[src/rtl/core/assert_macros.svh]
// ----------------------------------------------------------------------------
// assert_macros.svh
// Assertion macros for the RTL. Define NO_ASSERTIONS to compile them out.
// ----------------------------------------------------------------------------
`ifndef ASSERT_MACROS_SVH
`define ASSERT_MACROS_SVH

`ifndef NO_ASSERTIONS
// Antecedent true at one edge, consequent true at the next edge
`define ASSERT_NEXT(lbl, clk, rstn, ante, cons) \
  lbl: assert property (@(posedge clk) disable iff (!(rstn)) (ante) |=> (cons)) \
    else $error("assertion failed");
// Antecedent and consequent checked at the same edge
`define ASSERT_SAME(lbl, clk, rstn, ante, cons) \
  lbl: assert property (@(posedge clk) disable iff (!(rstn)) (ante) |-> (cons)) \
    else $error("assertion failed");
`else
`define ASSERT_NEXT(lbl, clk, rstn, ante, cons)
`define ASSERT_SAME(lbl, clk, rstn, ante, cons)
`endif

`endif

[src/rtl/core/bfa_pkg.sv]
// ----------------------------------------------------------------------------
// bfa_pkg
// Constants, beat types, store and scan types and sequencer states of the bitmap frame allocator.
// ----------------------------------------------------------------------------
package bfa_pkg;

  // Storage geometry
  localparam int unsigned WORD_COUNT = 32;
  localparam int unsigned WORD_BITS  = 32;
  localparam int unsigned OFS_W      = $clog2(WORD_BITS);
  localparam int unsigned WORD_AW    = (WORD_COUNT > 1) ? $clog2(WORD_COUNT) : 1;

  // Field widths
  localparam int unsigned CMD_W  = 3;
  localparam int unsigned POS_W  = 10;
  localparam int unsigned SIZE_W = 11;

  // Size limits: storage and the 1024-position address space
  localparam int unsigned STORE_BITS = WORD_COUNT * WORD_BITS;
  localparam int unsigned SIZE_CAP   = (STORE_BITS < 1024) ? STORE_BITS : 1024;
  localparam int unsigned SIZE_RESET = 1024;

  // Command codes
  typedef enum logic [CMD_W-1:0] {
    CMD_TEST       = 3'd0,
    CMD_SET        = 3'd1,
    CMD_CLEAR      = 3'd2,
    CMD_FIND_SET   = 3'd3,
    CMD_FIND_CLEAR = 3'd4
  } cmd_e;

  // Sequencer states
  typedef enum logic [2:0] {
    S_IDLE,
    S_FETCH,
    S_MODIFY,
    S_SCAN,
    S_DONE
  } state_e;

  // Input beat
  typedef struct packed {
    logic [CMD_W-1:0] command;
    logic [POS_W-1:0] bit_index;
  } in_item_t;

  // Result beat
  typedef struct packed {
    logic             bit_value;
    logic [POS_W-1:0] position;
    logic             found;
    logic             out_of_range;
  } out_item_t;

  // Bitmap store access
  typedef struct packed {
    logic                 rd_en;
    logic [WORD_AW-1:0]   rd_addr;
    logic                 wr_en;
    logic [WORD_AW-1:0]   wr_addr;
    logic [WORD_BITS-1:0] wr_data;
  } mem_req_t;

  // Word scan request and result
  typedef struct packed {
    logic [WORD_BITS-1:0] word;
    logic                 want;
    logic [SIZE_W-1:0]    size;
    logic [SIZE_W-1:0]    base;
  } scan_req_t;

  typedef struct packed {
    logic             hit;
    logic [OFS_W-1:0] offset;
    logic             last;
  } scan_res_t;

endpackage

[src/rtl/core/bfa_bitmap_mem.sv]
// ----------------------------------------------------------------------------
// bfa_bitmap_mem
// Bitmap word store: one write and one registered read port. Per-word valid
// flags cleared by reset make unwritten words read as zero.
// ----------------------------------------------------------------------------
module bfa_bitmap_mem (
  input  logic                          clk,
  input  logic                          rst_n,
  input  bfa_pkg::mem_req_t             req,
  output logic [bfa_pkg::WORD_BITS-1:0] rd_data
);
  import bfa_pkg::*;

  logic [WORD_BITS-1:0]  mem [WORD_COUNT];
  logic [WORD_COUNT-1:0] vld_r;
  logic [WORD_BITS-1:0]  rd_word_r;
  logic                  rd_vld_r;

  // Written-word flags
  always_ff @(posedge clk) begin
    if (!rst_n) begin
      vld_r <= '0;
    end else if (req.wr_en) begin
      vld_r[req.wr_addr] <= 1'b1;
    end
  end

  // Word array write
  always_ff @(posedge clk) begin
    if (req.wr_en) begin
      mem[req.wr_addr] <= req.wr_data;
    end
  end

  // Registered read
  always_ff @(posedge clk) begin
    if (req.rd_en) begin
      rd_word_r <= mem[req.rd_addr];
    end
  end

  always_ff @(posedge clk) begin
    if (!rst_n) begin
      rd_vld_r <= 1'b0;
    end else if (req.rd_en) begin
      rd_vld_r <= vld_r[req.rd_addr];
    end
  end

  assign rd_data = rd_vld_r ? rd_word_r : '0;

endmodule

[src/rtl/core/bfa_word_scan.sv]
// ----------------------------------------------------------------------------
// bfa_word_scan
// Shared scan unit: masks one word to the in-range positions, picks the
// lowest bit of the wanted value and flags the last word in range.
// ----------------------------------------------------------------------------
module bfa_word_scan (
  input  bfa_pkg::scan_req_t req,
  output bfa_pkg::scan_res_t res
);
  import bfa_pkg::*;

  logic [SIZE_W-1:0]    rem;
  logic [WORD_BITS-1:0] cand;
  logic [WORD_BITS-1:0] mask;
  logic [WORD_BITS-1:0] hits;
  logic [OFS_W-1:0]     ofs;

  // Positions left in range from this word's base
  assign rem  = req.size - req.base;
  assign cand = req.want ? req.word : ~req.word;

  // Range mask over the word
  always_comb begin
    for (int j = 0; j < WORD_BITS; j++) begin
      mask[j] = (SIZE_W'(j) < rem);
    end
  end

  assign hits = cand & mask;

  // Lowest qualifying bit
  always_comb begin
    ofs = '0;
    for (int j = WORD_BITS - 1; j >= 0; j--) begin
      if (hits[j]) begin
        ofs = OFS_W'(j);
      end
    end
  end

  assign res.hit    = |hits;
  assign res.offset = ofs;
  assign res.last   = (rem <= SIZE_W'(WORD_BITS));

endmodule

[src/rtl/core/bitmap_frame_allocator.sv]
// ----------------------------------------------------------------------------
// bitmap_frame_allocator
// Bitmap of used frames with test, set, clear, find-first-set and
// find-first-clear commands over the configured number of positions.
//
//   channel  direction  handshake          beat
//   in_      input      in_valid/in_ready  in_item_t  (command, bit_index)
//   out_     output     out_valid/out_ready out_item_t (bit_value, position,
//                                                        found, out_of_range)
//   cfg_     input      cfg_we             cfg_wdata  (bits_in_use)
//
// One command at a time. Test, set and clear: fetch, then modify, then done; an
// out-of-range index goes straight to done. Searches: fetch word 0, then scan one
// word per cycle (read port and scan unit) until a hit or the last word in range,
// passing at most 31 words before it, then done; straight to done at size zero.
// A finished result sits in the output register; the next command is taken
// while it waits. Reset (rst_n, synchronous) clears the bitmap at once through
// per-word valid flags and sets bits_in_use to 1024.
// ----------------------------------------------------------------------------
`include "assert_macros.svh"

module bitmap_frame_allocator (
  input  logic                       clk,
  input  logic                       rst_n,
  input  logic                       cfg_we,
  input  logic [bfa_pkg::SIZE_W-1:0] cfg_wdata,
  input  logic                       in_valid,
  output logic                       in_ready,
  input  bfa_pkg::in_item_t          in_data,
  output logic                       out_valid,
  input  logic                       out_ready,
  output bfa_pkg::out_item_t         out_data
);
  import bfa_pkg::*;

  state_e               state_r, state_nxt;
  logic [CMD_W-1:0]     cmd_r, cmd_nxt;
  logic [POS_W-1:0]     idx_r, idx_nxt;
  logic [WORD_AW-1:0]   wrd_r, wrd_nxt;
  out_item_t            res_r, res_nxt;
  logic [SIZE_W-1:0]    size_r;
  logic                 out_valid_r;
  out_item_t            out_data_r;
  logic                 out_load;

  logic [SIZE_W-1:0]    eff_size;
  logic [SIZE_W-1:0]    scan_base;
  logic                 is_search;
  logic [WORD_BITS-1:0] rd_data;
  logic [WORD_BITS-1:0] bit_mask;
  mem_req_t             mem_req;
  scan_req_t            scan_req;
  scan_res_t            scan_res;

  // Size register
  always_ff @(posedge clk) begin
    if (!rst_n) begin
      size_r <= SIZE_W'(SIZE_RESET);
    end else if (cfg_we) begin
      size_r <= cfg_wdata;
    end
  end

  assign eff_size  = (size_r > SIZE_W'(SIZE_CAP)) ? SIZE_W'(SIZE_CAP) : size_r;
  assign scan_base = SIZE_W'(wrd_r) << OFS_W;
  assign is_search = (cmd_r == CMD_FIND_SET) || (cmd_r == CMD_FIND_CLEAR);
  assign bit_mask  = WORD_BITS'(1) << idx_r[OFS_W-1:0];

  // Bitmap store and scan unit
  bfa_bitmap_mem u_mem (
    .clk     (clk),
    .rst_n   (rst_n),
    .req     (mem_req),
    .rd_data (rd_data)
  );

  assign scan_req.word = rd_data;
  assign scan_req.want = (cmd_r == CMD_FIND_SET);
  assign scan_req.size = eff_size;
  assign scan_req.base = scan_base;

  bfa_word_scan u_scan (
    .req (scan_req),
    .res (scan_res)
  );

  // Sequencer registers
  always_ff @(posedge clk) begin
    if (!rst_n) begin
      state_r <= S_IDLE;
    end else begin
      state_r <= state_nxt;
    end
  end

  always_ff @(posedge clk) begin
    cmd_r <= cmd_nxt;
    idx_r <= idx_nxt;
    wrd_r <= wrd_nxt;
    res_r <= res_nxt;
  end

  // Sequencer next state and store access
  always_comb begin
    state_nxt = state_r;
    cmd_nxt   = cmd_r;
    idx_nxt   = idx_r;
    wrd_nxt   = wrd_r;
    res_nxt   = res_r;
    mem_req   = '0;
    in_ready  = 1'b0;
    out_load  = 1'b0;
    case (state_r)
      S_IDLE: begin
        in_ready = 1'b1;
        if (in_valid) begin
          cmd_nxt = in_data.command;
          idx_nxt = in_data.bit_index;
          wrd_nxt = '0;
          res_nxt = '0;
          case (in_data.command)
            CMD_TEST, CMD_SET, CMD_CLEAR: begin
              if ({1'b0, in_data.bit_index} >= eff_size) begin
                res_nxt.out_of_range = 1'b1;
                state_nxt = S_DONE;
              end else begin
                state_nxt = S_FETCH;
              end
            end
            CMD_FIND_SET, CMD_FIND_CLEAR: begin
              state_nxt = (eff_size == '0) ? S_DONE : S_FETCH;
            end
            default: begin
              state_nxt = S_DONE;
            end
          endcase
        end
      end
      S_FETCH: begin
        mem_req.rd_en   = 1'b1;
        mem_req.rd_addr = is_search ? '0 : WORD_AW'(idx_r[POS_W-1:OFS_W]);
        state_nxt       = is_search ? S_SCAN : S_MODIFY;
      end
      S_MODIFY: begin
        mem_req.wr_addr = WORD_AW'(idx_r[POS_W-1:OFS_W]);
        case (cmd_r)
          CMD_TEST: begin
            res_nxt.bit_value = rd_data[idx_r[OFS_W-1:0]];
          end
          CMD_SET: begin
            mem_req.wr_en   = 1'b1;
            mem_req.wr_data = rd_data | bit_mask;
          end
          CMD_CLEAR: begin
            mem_req.wr_en   = 1'b1;
            mem_req.wr_data = rd_data & ~bit_mask;
          end
          default: begin
          end
        endcase
        state_nxt = S_DONE;
      end
      S_SCAN: begin
        // One word per cycle; the next word is fetched while this one is tested
        if (scan_res.hit) begin
          res_nxt.found    = 1'b1;
          res_nxt.position = POS_W'(scan_base + SIZE_W'(scan_res.offset));
          state_nxt        = S_DONE;
        end else if (scan_res.last) begin
          state_nxt = S_DONE;
        end else begin
          wrd_nxt         = wrd_r + WORD_AW'(1);
          mem_req.rd_en   = 1'b1;
          mem_req.rd_addr = wrd_nxt;
        end
      end
      S_DONE: begin
        if (!out_valid_r || out_ready) begin
          out_load  = 1'b1;
          state_nxt = S_IDLE;
        end
      end
      default: begin
        state_nxt = S_IDLE;
      end
    endcase
  end

  // Output register
  always_ff @(posedge clk) begin
    if (!rst_n) begin
      out_valid_r <= 1'b0;
    end else if (out_load) begin
      out_valid_r <= 1'b1;
    end else if (out_ready) begin
      out_valid_r <= 1'b0;
    end
  end

  always_ff @(posedge clk) begin
    if (out_load) begin
      out_data_r <= res_r;
    end
  end

  assign out_valid = out_valid_r;
  assign out_data  = out_data_r;

  // Checks
  `ASSERT_NEXT(a_accept_leaves_idle, clk, rst_n, in_valid && in_ready, state_r != S_IDLE)
  `ASSERT_SAME(a_scan_in_range, clk, rst_n, state_r == S_SCAN, scan_base < eff_size)
  `ASSERT_SAME(a_found_not_oor, clk, rst_n, out_valid_r, !(out_data_r.found && out_data_r.out_of_range))

endmodule
[config.mk]
export PLATFORM = sky130hd
export DESIGN_NAME = bitmap_frame_allocator
export DESIGN_NICKNAME = d
export VERILOG_FILES = /design/src/rtl/core/bfa_pkg.sv /design/src/rtl/core/bfa_bitmap_mem.sv /design/src/rtl/core/bfa_word_scan.sv /design/src/rtl/core/bitmap_frame_allocator.sv
export VERILOG_INCLUDE_DIRS = /design/src /design/src/rtl/core
export SDC_FILE = /design/constraint.sdc
export NUM_CORES = 1
export LEC_CHECK = 0
export ABC_AREA = 1
export BUFFER_PORTS_ARGS = -buffer_cell sky130_fd_sc_hd__buf_2
export CAP_MARGIN = 20
export CORE_UTILIZATION = 35
export CTS_CLUSTER_SIZE = 28
export DETAILED_ROUTE_END_ITERATION = 10
export GPL_TIMING_DRIVEN = 0
export PLACE_DENSITY = 0.47
export SETUP_SLACK_MARGIN = 0.5
export SYNTH_ARGS = -nofsm -noshare
export SYNTH_HDL_FRONTEND = slang
export SYNTH_SLANG_ARGS = --single-unit
export TNS_END_PERCENT = 5
[constraint.sdc]
create_clock -name clk -period 4.2 [get_ports clk]
set_clock_uncertainty 0.1 [all_clocks]
set_input_delay 1.26 -clock clk [delete_from_list [all_inputs] [get_ports clk]]
set_output_delay 1.26 -clock clk [all_outputs]
set_load 0.005 [all_outputs]
* After elaboration in Yosys (flattened, before gate mapping)
Memory sizes are Yosys's and may differ from the RTL's. A register that Yosys moved wholly into a read port is not among the register bits.
Index checks and enable logic that the tools add are counted.
Widths: inputs -> output; s select.
** Storage, ports and cells
- Register bits after elaboration :: 92
- RAM bits :: 1024
- Memories kept :: 1
** Cells by class
- Add/sub/neg operators :: 3
- Order comparisons :: 39
- Equal/unequal tests :: 19
- Shift operators :: 1
- Mux-type cells :: 75
- Bitwise operators :: 6
- Reduce and logical (&&, ||, !) cells :: 20
** Memory list
- u_mem.mem :: depth 32, bits a word 32, read ports 1, clocked after Yosys merged registers in 1, wr ports 1, RTL line bfa_bitmap_mem.sv:14 : logic [WORD_BITS-1:0] mem [WORD_COUNT];
** Operators by type and width (count)
- $mux 5 :: 36
- $lt 5x11->1 const A :: 16
- $lt 4x11->1 const A :: 8
- $and 32x32->32 :: 2
- $mux 32 :: 2
- $not 32->32 :: 2
- $or 32x32->32 :: 2
- $pmux 32 s2 :: 1
- $lt 3x11->1 const A :: 4
- $mux 38 :: 1
- $reduce_or 32->1 :: 1
- $shl 1x5->32 const A :: 1
- $lt 1x11->1 const A :: 2
- $lt 2x11->1 const A :: 2
- $mux 11 :: 2
- $pmux 11 s2 :: 1
- $eq 3x2->1 const B :: 6
- $lt 5x6->1 const B :: 3
- $mux 3 :: 6
- $mux 1 :: 15
- $pmux 3 s5 :: 1
- $mux 13 :: 1
- $mux 6 :: 2
- $pmux 6 s2 :: 1
- 28 further kinds :: 45

* Logic depth before layout (Yosys ltp)
Gate-level depths: netlist of the first run.
- Depth after elaboration :: 40
- Mapped depth :: 45
- Mapped depth without buffers :: 45

* Modules after synthesis
Synthesis of the first run repeated with hierarchy kept, for this count alone.
** Second synthesis, totals
- Cell total of the unflattened synthesis :: 4428
- Area, all modules :: 49314.8 sq um
** By module, submodules not included
- bfa_bitmap_mem :: instances 1, cells an instance 3602, area an instance 43865.8 sq um, sequential area each 32371.0 sq um
- bitmap_frame_allocator :: instances 1, cells an instance 488, area an instance 3719.8 sq um, sequential area each 1621.6 sq um
- bfa_word_scan :: instances 1, cells an instance 338, area an instance 1729.2 sq um, sequential area each 0.0 sq um

* Least setup slack after synthesis of the first run
Ideal clock, no wire load.
- Path type :: register -> register
- Start point :: register size_r[1]
- End point :: register u_mem.rd_word_r[21], read port of u_mem.mem (data pin)
- Data arrival time :: 4.288 ns
- Required time :: 3.846 ns
- Slack :: -0.443 ns
- Stages on the path, launching flop included :: 29
- Buffers on the path :: 3
- Clock period less this slack :: 4.643 ns
- Cells stage by stage :: dfxtp_1 > nor2_2 > nand3_2 > o21ai_4 > nand2_1 > ha_1 > fa_1 > nand2_1 > nand3_1 > nor2_1 > nand3_2 > nor2_4 > inv_2 > nor2_4 > nand2_1 > buf_2 > o21bai_1 > nand2_1 > nor2_2 > nand2_2 > nor2_4 > nand3_4 > o22ai_2 > buf_2 > clkbuf_1 > o311ai_0 > nand3_1 > nand2_1 > o21a_1
** Between the ends
- Longest elaborated chain between the ends :: 8
- Elaborated cells on any way between the ends :: 41
- Classes of those cells :: 1 x add/sub; 34 x order compare; 4 x mux; 1 x bitwise; 1 x reduce/logical
** Ends and longest elaborated chain
- start, declared :: RTL line bitmap_frame_allocator.sv:41 : logic [SIZE_W-1:0] size_r;
- start signal, assigned :: RTL line bitmap_frame_allocator.sv:58 : size_r <= SIZE_W'(SIZE_RESET);
- start signal, assigned :: RTL line bitmap_frame_allocator.sv:60 : size_r <= cfg_wdata;
- $gt 11x11->1 :: RTL line bitmap_frame_allocator.sv:64 : assign eff_size = (size_r > SIZE_W'(SIZE_CAP)) ? SIZE_W'(SIZE_CAP) : size_r;
- $mux 11 * :: RTL line bitmap_frame_allocator.sv:64
- $sub 11x10->11 * :: RTL line bfa_word_scan.sv:19 : assign rem = req.size - req.base;
- $lt 1x11->1, or another cell as far along :: RTL line bfa_word_scan.sv:25 : mask[j] = (SIZE_W'(j) < rem);
- $and 32x32->32 :: RTL line bfa_word_scan.sv:29 : assign hits = cand & mask;
- $reduce_or 32->1 :: RTL line bfa_word_scan.sv:41 : assign res.hit = |hits;
- $mux 6 * :: RTL line bitmap_frame_allocator.sv:165 : if (scan_res.hit) begin
- $pmux 6 s2 * :: RTL line bitmap_frame_allocator.sv:113 : case (state_r)
- end, declared :: RTL line bfa_bitmap_mem.sv:16 : logic [WORD_BITS-1:0] rd_word_r;
Every way passes the cells marked *; elsewhere a longest branch is shown, timed or not.
A chain may end at the register's enable or synchronous reset.

* Worst setup path after layout of the first run
- Start point :: register size_r[6]
- End point :: register u_mem.rd_word_r[3], read port of u_mem.mem (data pin)
Same word-level chain as after synthesis.

==> results of run 1 <==
-- synth_stat cells (3+ instances only) --
cell	count	area, um2
o21ai_0	62	310
nand3_1	191	956
nor2_2	7	43.8
inv_1	101	379
nor2_4	6	67.6
nor3_1	13	65.1
ha_1	16	200
xor2_1	22	193
o21ai_1	257	1290
buf_4	6	45.0
inv_2	8	30.0
edfxtp_1	1100	33000
nand2_1	184	691
o311ai_1	228	2000
a21oi_1	65	325
o211ai_2	3	37.5
o21ai_2	4	35.0
o2111ai_1	3	26.3
xnor2_1	11	96.3
nor2_1	695	2610
a211oi_1	6	45.0
nand4_1	21	131
buf_8	3	45.0
buf_6	32	360
buf_2	65	325
dfxtp_1	48	961
buf_1	23	86.3
a31oi_1	4	25.0
o22ai_1	6	37.5
or2_2	8	50.1
o21a_1	33	248
clkbuf_1	121	454
o311ai_0	29	254
clkinv_1	3	11.3
o211ai_1	24	180
o21bai_1	260	1950
-- kinds of logic after synthesis --
kind of cell,Yosys count,synth area share
XOR/XNOR,33,0.00603
adder cells (fa/ha/maj),17,0.00460
AND/OR/NAND/NOR,1135,0.0985
AO/OA/AOI/OAI,999,0.144
buffers and inverters,365,0.0369
flip-flops,1148,0.710
-- worst max-delay path, delay by kind of cell, from the launching register on --
kind,cells,cell delay [ps]
AOI/OAI and AO/OA,5,1120
buffers and inverters,7,1010
and+or+nand+nor,17,2430
DFF,1,360
adders and majority gates,2,510
-- power breakdown --
| group | internal, W | total [W] | switching, W |
|---|---|---|---|
| clock network | 0.00561 | 0.0102 | 0.00454 |
| logic | 0.00143 | 0.00423 | 0.00279 |
| registers | 0.0126 | 0.0127 | 0.0000783 |
| total | 0.0196 | 0.0270 | 0.00741 |
-- final timing paths --
check,start,endpoint,slack (ps),cells past startpoint
hold / removal,res_r[11]$_DFFE_PP_,out_data[11]$_DFFE_PP_,320,0
setup / recovery,size_r[6]$_SDFFE_PN0P_,u_mem.rd_word_r[3]$_DFFE_PP_,-1530,31
hold reg to reg,res_r[11]$_DFFE_PP_,out_data[11]$_DFFE_PP_,320,0
setup reg to reg,size_r[6]$_SDFFE_PN0P_,u_mem.rd_word_r[3]$_DFFE_PP_,-1530,31
-- flip-flops by register name, summed over array words and instances, names as in the netlist --
name             count
u_mem.mem         1024
u_mem.rd_word_r     32
u_mem.vld_r         32
out_data            13
res_r               13
size_r              11
idx_r               10
wrd_r                5
cmd_r                3
state_r              3
out_valid            1
u_mem.rd_vld_r       1
-- routing by layer --
metal / vias to the layer above / share of wire / global-route usage
li1: 14600 / - / -
met2: 1239 / 0.45 / 0.377
met1: 16700 / 0.44 / 0.344
met3: 262 / 0.066 / 0.0330
met5: - / 0.000099 / 0
met4: 2 / 0.045 / 0.102
-- stage by stage --
stage | util | hold WS, ps
after floorplan | - | 300
after global placement | 0.372 | 303
after detailed placement | 0.389 | 305
after CTS | 0.432 | 319
after global routing | 0.446 | 329
final | 0.446 | 319
-- area by class of cell --
type	count	area share
Antenna cell	1	0.0000414
Inverter	113	0.00733
Timing Repair Buffer	199	0.0486
Buffer	252	0.0358
Clock buffer	148	0.0518
Sequential cell	1148	0.563
Clock inverter	70	0.00824
Tap cell	1781	0.0369
Multi-Input combinational cell	2187	0.249
-- timing repair --
action,4_1_cts,5_1_grt
endpoints found under the hold margin,0,0
endpoints found under the setup margin,2007,1969
pin swaps,92,117
setup buffers,36,37
gates cloned,5,9
resized for setup,462,259
==> impl_metrics.py, run 1 <==
metrics = {
    "outcome": {
        "status": "complete, but fails checks",
        "failed_checks": "negative setup slack",
    },
    "placed_design": {
        "placed_cells": 5593,
        "portBuffers": 43,
        "place_area_um2": 52800,
        "gp_congestion": 0.963,
        "place_ws_ps": -3160,
        "dp_hpwl_um": 120000,
    },
    "sta": {
        "fin_crit_ps": 5730,
        "setup_tns_ps": -56990,
        "setup_viol_count_final": 82,
        "hold_viol_final": 0,
        "max_freq_mhz": 175,
        "slew_headroom": 0.321,
        "slew_violations": 0,
        "tightest_slew_ps": 1020,
        "rsz0062_at_grt": "true",
        "fin_ws_ps": -1530,
        "fin_crit_sh": 1.36,
    },
    "floorplanning": {
        "fp.dieH_um": 372,
        "die_w_um": 372,
        "dieArea_um2": 138000,
        "floorplan.initialDensity": 0.353,
        "ios": 44,
        "rows": 135,
        "coreArea_um2": 136000,
    },
    "synthesis": {
        "synth_ff_type": "edfxtp_1",
        "synthArstFlopShare": 0,
        "synthCells": 3697,
        "syn_area_per_cell_um2": 13.0,
        "ys_seq_elements": 1148,
        "yosysUniqueCellTypes": 59,
        "syn-num-nets": 3743,
        "synth_edf_count": 1100,
        "yosysWarnings": 0,
        "netlist_area_um2": 47900,
        "ys_seq_area_frac": 0.710,
    },
    "global_route": {
        "grt_antenna_before_repair": 2,
        "grt_pass1_vias": 31100,
        "grt_pass1_wl_um": 238000,
        "overflow": 0,
        "grt_max_degree": 35,
        "grt_use_total": 0.244,
    },
    "pwr": {
        "p_leak_nw": 17.4,
        "power_w": 0.0270,
        "ir_drop_v": 0.000430,
        "cellPowerDensity_nw_per_um2": 447,
    },
    "routing": {
        "detail-route-antenna-nets": 0,
        "vias_per_cell": 5.56,
        "routed_wl_um": 172000,
        "num_vias": 32800,
        "wl_per_cell_um": 29.1,
        "drc": 0,
        "drt-pass1-iter-count": 7,
        "first_iter_violations": 3370,
    },
    "clock_tree": {
        "clk_latency_ps": 750,
        "cts_root_buffer": "clkbuf_16",
        "cts_sinks": 1148,
        "cts.clk_slew.worst_paths_ps": 60,
        "clockBufferDepth": 3,
        "cts_tree": "yes",
        "cts-buffers-inserted": 120,
        "hold_buffers": 0,
        "clock_tree.htree_level_count": 3,
    },
    "hold_path": {
        "hp-class": "reg2reg",
    },
    "cells_and_area": {
        "final_common_cell": "edfxtp_1",
        "register_area_um2": 34000,
        "final_cell_mix": "edfxtp_1, nor2_1, o21ai_1",
        "syn2layout_area_growth_pct": 26.2,
        "nFillCells": 12200,
        "nNetsFinal": 4067,
        "design_area_um2": 60400,
        "drive_gt1_frac": 0.243,
        "multi_input_area_um2": 15000,
        "finalNonFillerCells": 5899,
    },
    "worst_setup_path": {
        "cp_max_fo": 10,
        "path_class": "reg2reg",
        "max_stage_delay_ps": 430,
        "worst_setup_path_end_kind": "register",
        "cp_common_cell": "nor2_4",
        "cp.arrival_ps": 6190,
        "startpoint_type": "register",
        "required_ps": 4660,
        "slowest_stage": "clkbuf_1",
    },
    "job": {
        "maxCapViolCount": 0,
    },
}
Power figures use the tool's default switching activity.
==> run 2, diff against run 1 <==
Settings changed: RECOVER_POWER from default to 50, SETUP_SLACK_MARGIN 0.5 to 0.05.
==> impl_metrics.py, run 2 (synthesis results as in run 1) <==
metrics = {
    "worst_setup_path": {
        "max_stage_delay_ps": 450,
        "startpoint_type": "register",
        "worst_setup_path_end_kind": "register",
        "crit_cells": 31,
        "path_class": "reg2reg",
        "cp_max_fo": 10,
        "r2r_setup_slack_ps": -1420,
        "required_ps": 4690,
        "critPathBufInv": 7,
        "r2r-end": "u_mem.rd_word_r[3]$_DFFE_PP_",
        "worstSetupEndpoint": "u_mem.rd_word_r[3]$_DFFE_PP_",
        "cp.arrival_ps": 6110,
        "crit_family": "simple AND/OR/NAND/NOR gates",
        "r2r-start": "size_r[8]$_SDFFE_PN0P_",
        "crit_start": "size_r[8]$_SDFFE_PN0P_",
        "reg2regPathDepth": 31,
        "slowest_stage": "buf_1",
        "cp_common_cell": "nor2_4",
    },
    "floorplanning": {
        "die_w_um": 372,
        "rows": 135,
        "coreArea_um2": 136000,
        "floorplan.initialDensity": 0.353,
        "ios": 44,
        "dieArea_um2": 138000,
        "fp.dieH_um": 372,
    },
    "cells_and_area": {
        "drive_gt1_frac": 0.249,
        "design_area_um2": 60400,
        "finalCoreUtilization": 0.446,
        "syn2layout_area_growth_pct": 26.2,
        "nNetsFinal": 4037,
        "largest_reg_flops": 1024,
        "finalNonFillerCells": 5874,
        "reg.largest.list": "u_mem.mem (1024), u_mem.rd_word_r (32), u_mem.vld_r (32)",
        "top_register": "u_mem.mem",
        "final_common_cell": "edfxtp_1",
        "final_cell_mix": "edfxtp_1, nor2_1, o21ai_1",
        "diodes": 0,
    },
    "clock_tree": {
        "clock_tree.htree_level_count": 3,
        "clk_latency_ps": 760,
        "hold_buffers": 0,
        "cts_sinks": 1148,
        "cts-buffers-inserted": 121,
        "cts_root_buffer": "clkbuf_16",
        "cts_tree": "yes",
        "cts.clk_slew.worst_paths_ps": 60,
        "clockBufferDepth": 3,
    },
    "pwr": {
        "ir_drop_v": 0.000339,
        "cellPowerDensity_nw_per_um2": 455,
        "power_w": 0.0275,
        "p_leak_nw": 17.2,
    },
    "placed_design": {
        "place_area_um2": 52700,
        "placed_cells": 5593,
        "gp_congestion": 0.923,
        "portBuffers": 43,
        "dp_hpwl_um": 119000,
    },
    "hold_path": {
        "hold_depth": 0,
        "hp-class": "reg2reg",
    },
    "sta": {
        "rsz0062_at_grt": "true",
        "hold_viol_final": 0,
        "slew_violations": 9,
        "tightest_slew_ps": 1630,
        "setup_viol_count_final": 1081,
        "hold_slack_ps": 316,
        "fin_ws_ps": -1420,
        "slew_headroom": -0.0994,
        "max_freq_mhz": 178,
        "fin_crit_ps": 5620,
        "fin_crit_sh": 1.34,
    },
    "routing": {
        "wl_per_cell_um": 29.3,
        "first_iter_violations": 3710,
        "routed_wl_um": 172000,
        "vias_per_cell": 5.55,
        "detail-route-antenna-nets": 0,
        "drt-pass1-iter-count": 5,
        "drc": 0,
        "num_vias": 32600,
    },
    "global_route": {
        "grt_antenna_before_repair": 4,
        "grt_use_total": 0.244,
        "overflow": 0,
        "grt_pass1_vias": 31100,
        "grt_max_degree": 35,
        "grt_pass1_wl_um": 238000,
    },
    "job": {
        "maxCapViolCount": 1,
    },
    "outcome": {
        "status": "complete, but fails checks",
        "failed_checks": "max-capacitance violations, max-slew violations, negative setup slack",
    },
}
## run 2: through the flow
stage	TNS [ps]	worst slack [ps]
3_3_place_gp	-4366480	-3940
5_1_grt	-395210	-1620
6_report	-211590	-1420
2_1_floorplan	-13040	-326
4_1_cts	-52300	-1420
3_5_place_dp	-469740	-2920
## run 2: worst min path at each step
stage | from | endpoint | slack [ps]
after floorplan | res_r[0]$_SDFFCE_PN0P_ | out_data[0]$_DFFE_PP_ | 300
after global placement | res_r[2]$_DFFE_PP_ | out_data[2]$_DFFE_PP_ | 300
after detailed placement | res_r[7]$_DFFE_PP_ | out_data[7]$_DFFE_PP_ | 300
after CTS | res_r[7]$_DFFE_PP_ | out_data[7]$_DFFE_PP_ | 320
after global routing | res_r[1]$_SDFFCE_PP1P_ | out_data[1]$_DFFE_PP_ | 330
final | res_r[7]$_DFFE_PP_ | out_data[7]$_DFFE_PP_ | 320
## run 2: per-layer routing
metal	GRT usage	share of wire	up-vias	routed length [um]
met5	0	0	-	0
met4	0.108	0.046	0	7970
met3	0.0300	0.069	241	11800
met2	0.372	0.44	1253	76500
met1	0.349	0.44	16600	75700
li1	-	-	14500	-
## run 2: timing repair
item,4_1_cts,5_1_grt
gates cloned,6,9
resized for setup,404,499
endpoints found under the setup margin,1446,846
buffers inserted,30,13
pin swaps,94,174
## run 2: area by class of cell
class / instances / area, um2
plain buffers: 252 / 2320
clock buffers: 156 / 3230
clock inverters: 69 / 627
fillers: 12300 / 75200
inverters: 113 / 442
multi-input cells: 2185 / 15300
flip-flops and latches: 1148 / 34000
well taps: 1781 / 2230
repair buffers: 170 / 2270
## run 2: power by group
group / leakage, nW / internal (W) / switching (W) / total, W
sequential: 8.47 / 0.0126 / 0.0000757 / 0.0127
combinational: 6.85 / 0.00146 / 0.00281 / 0.00426
clock: 1.88 / 0.00602 / 0.00459 / 0.0106
total: 17.2 / 0.0201 / 0.00747 / 0.0275
## run 2: worst reg2reg max path, delay by kind of cell, from the launching register on
| kind | cells | cell delay (ps) |
|---|---|---|
| buffers and inverters | 7 | 970 |
| AND/OR/NAND/NOR | 17 | 2360 |
| adder cells (fa/ha/maj) | 2 | 510 |
| flip-flops | 1 | 340 |
| AO/OA/AOI/OAI | 5 | 1190 |
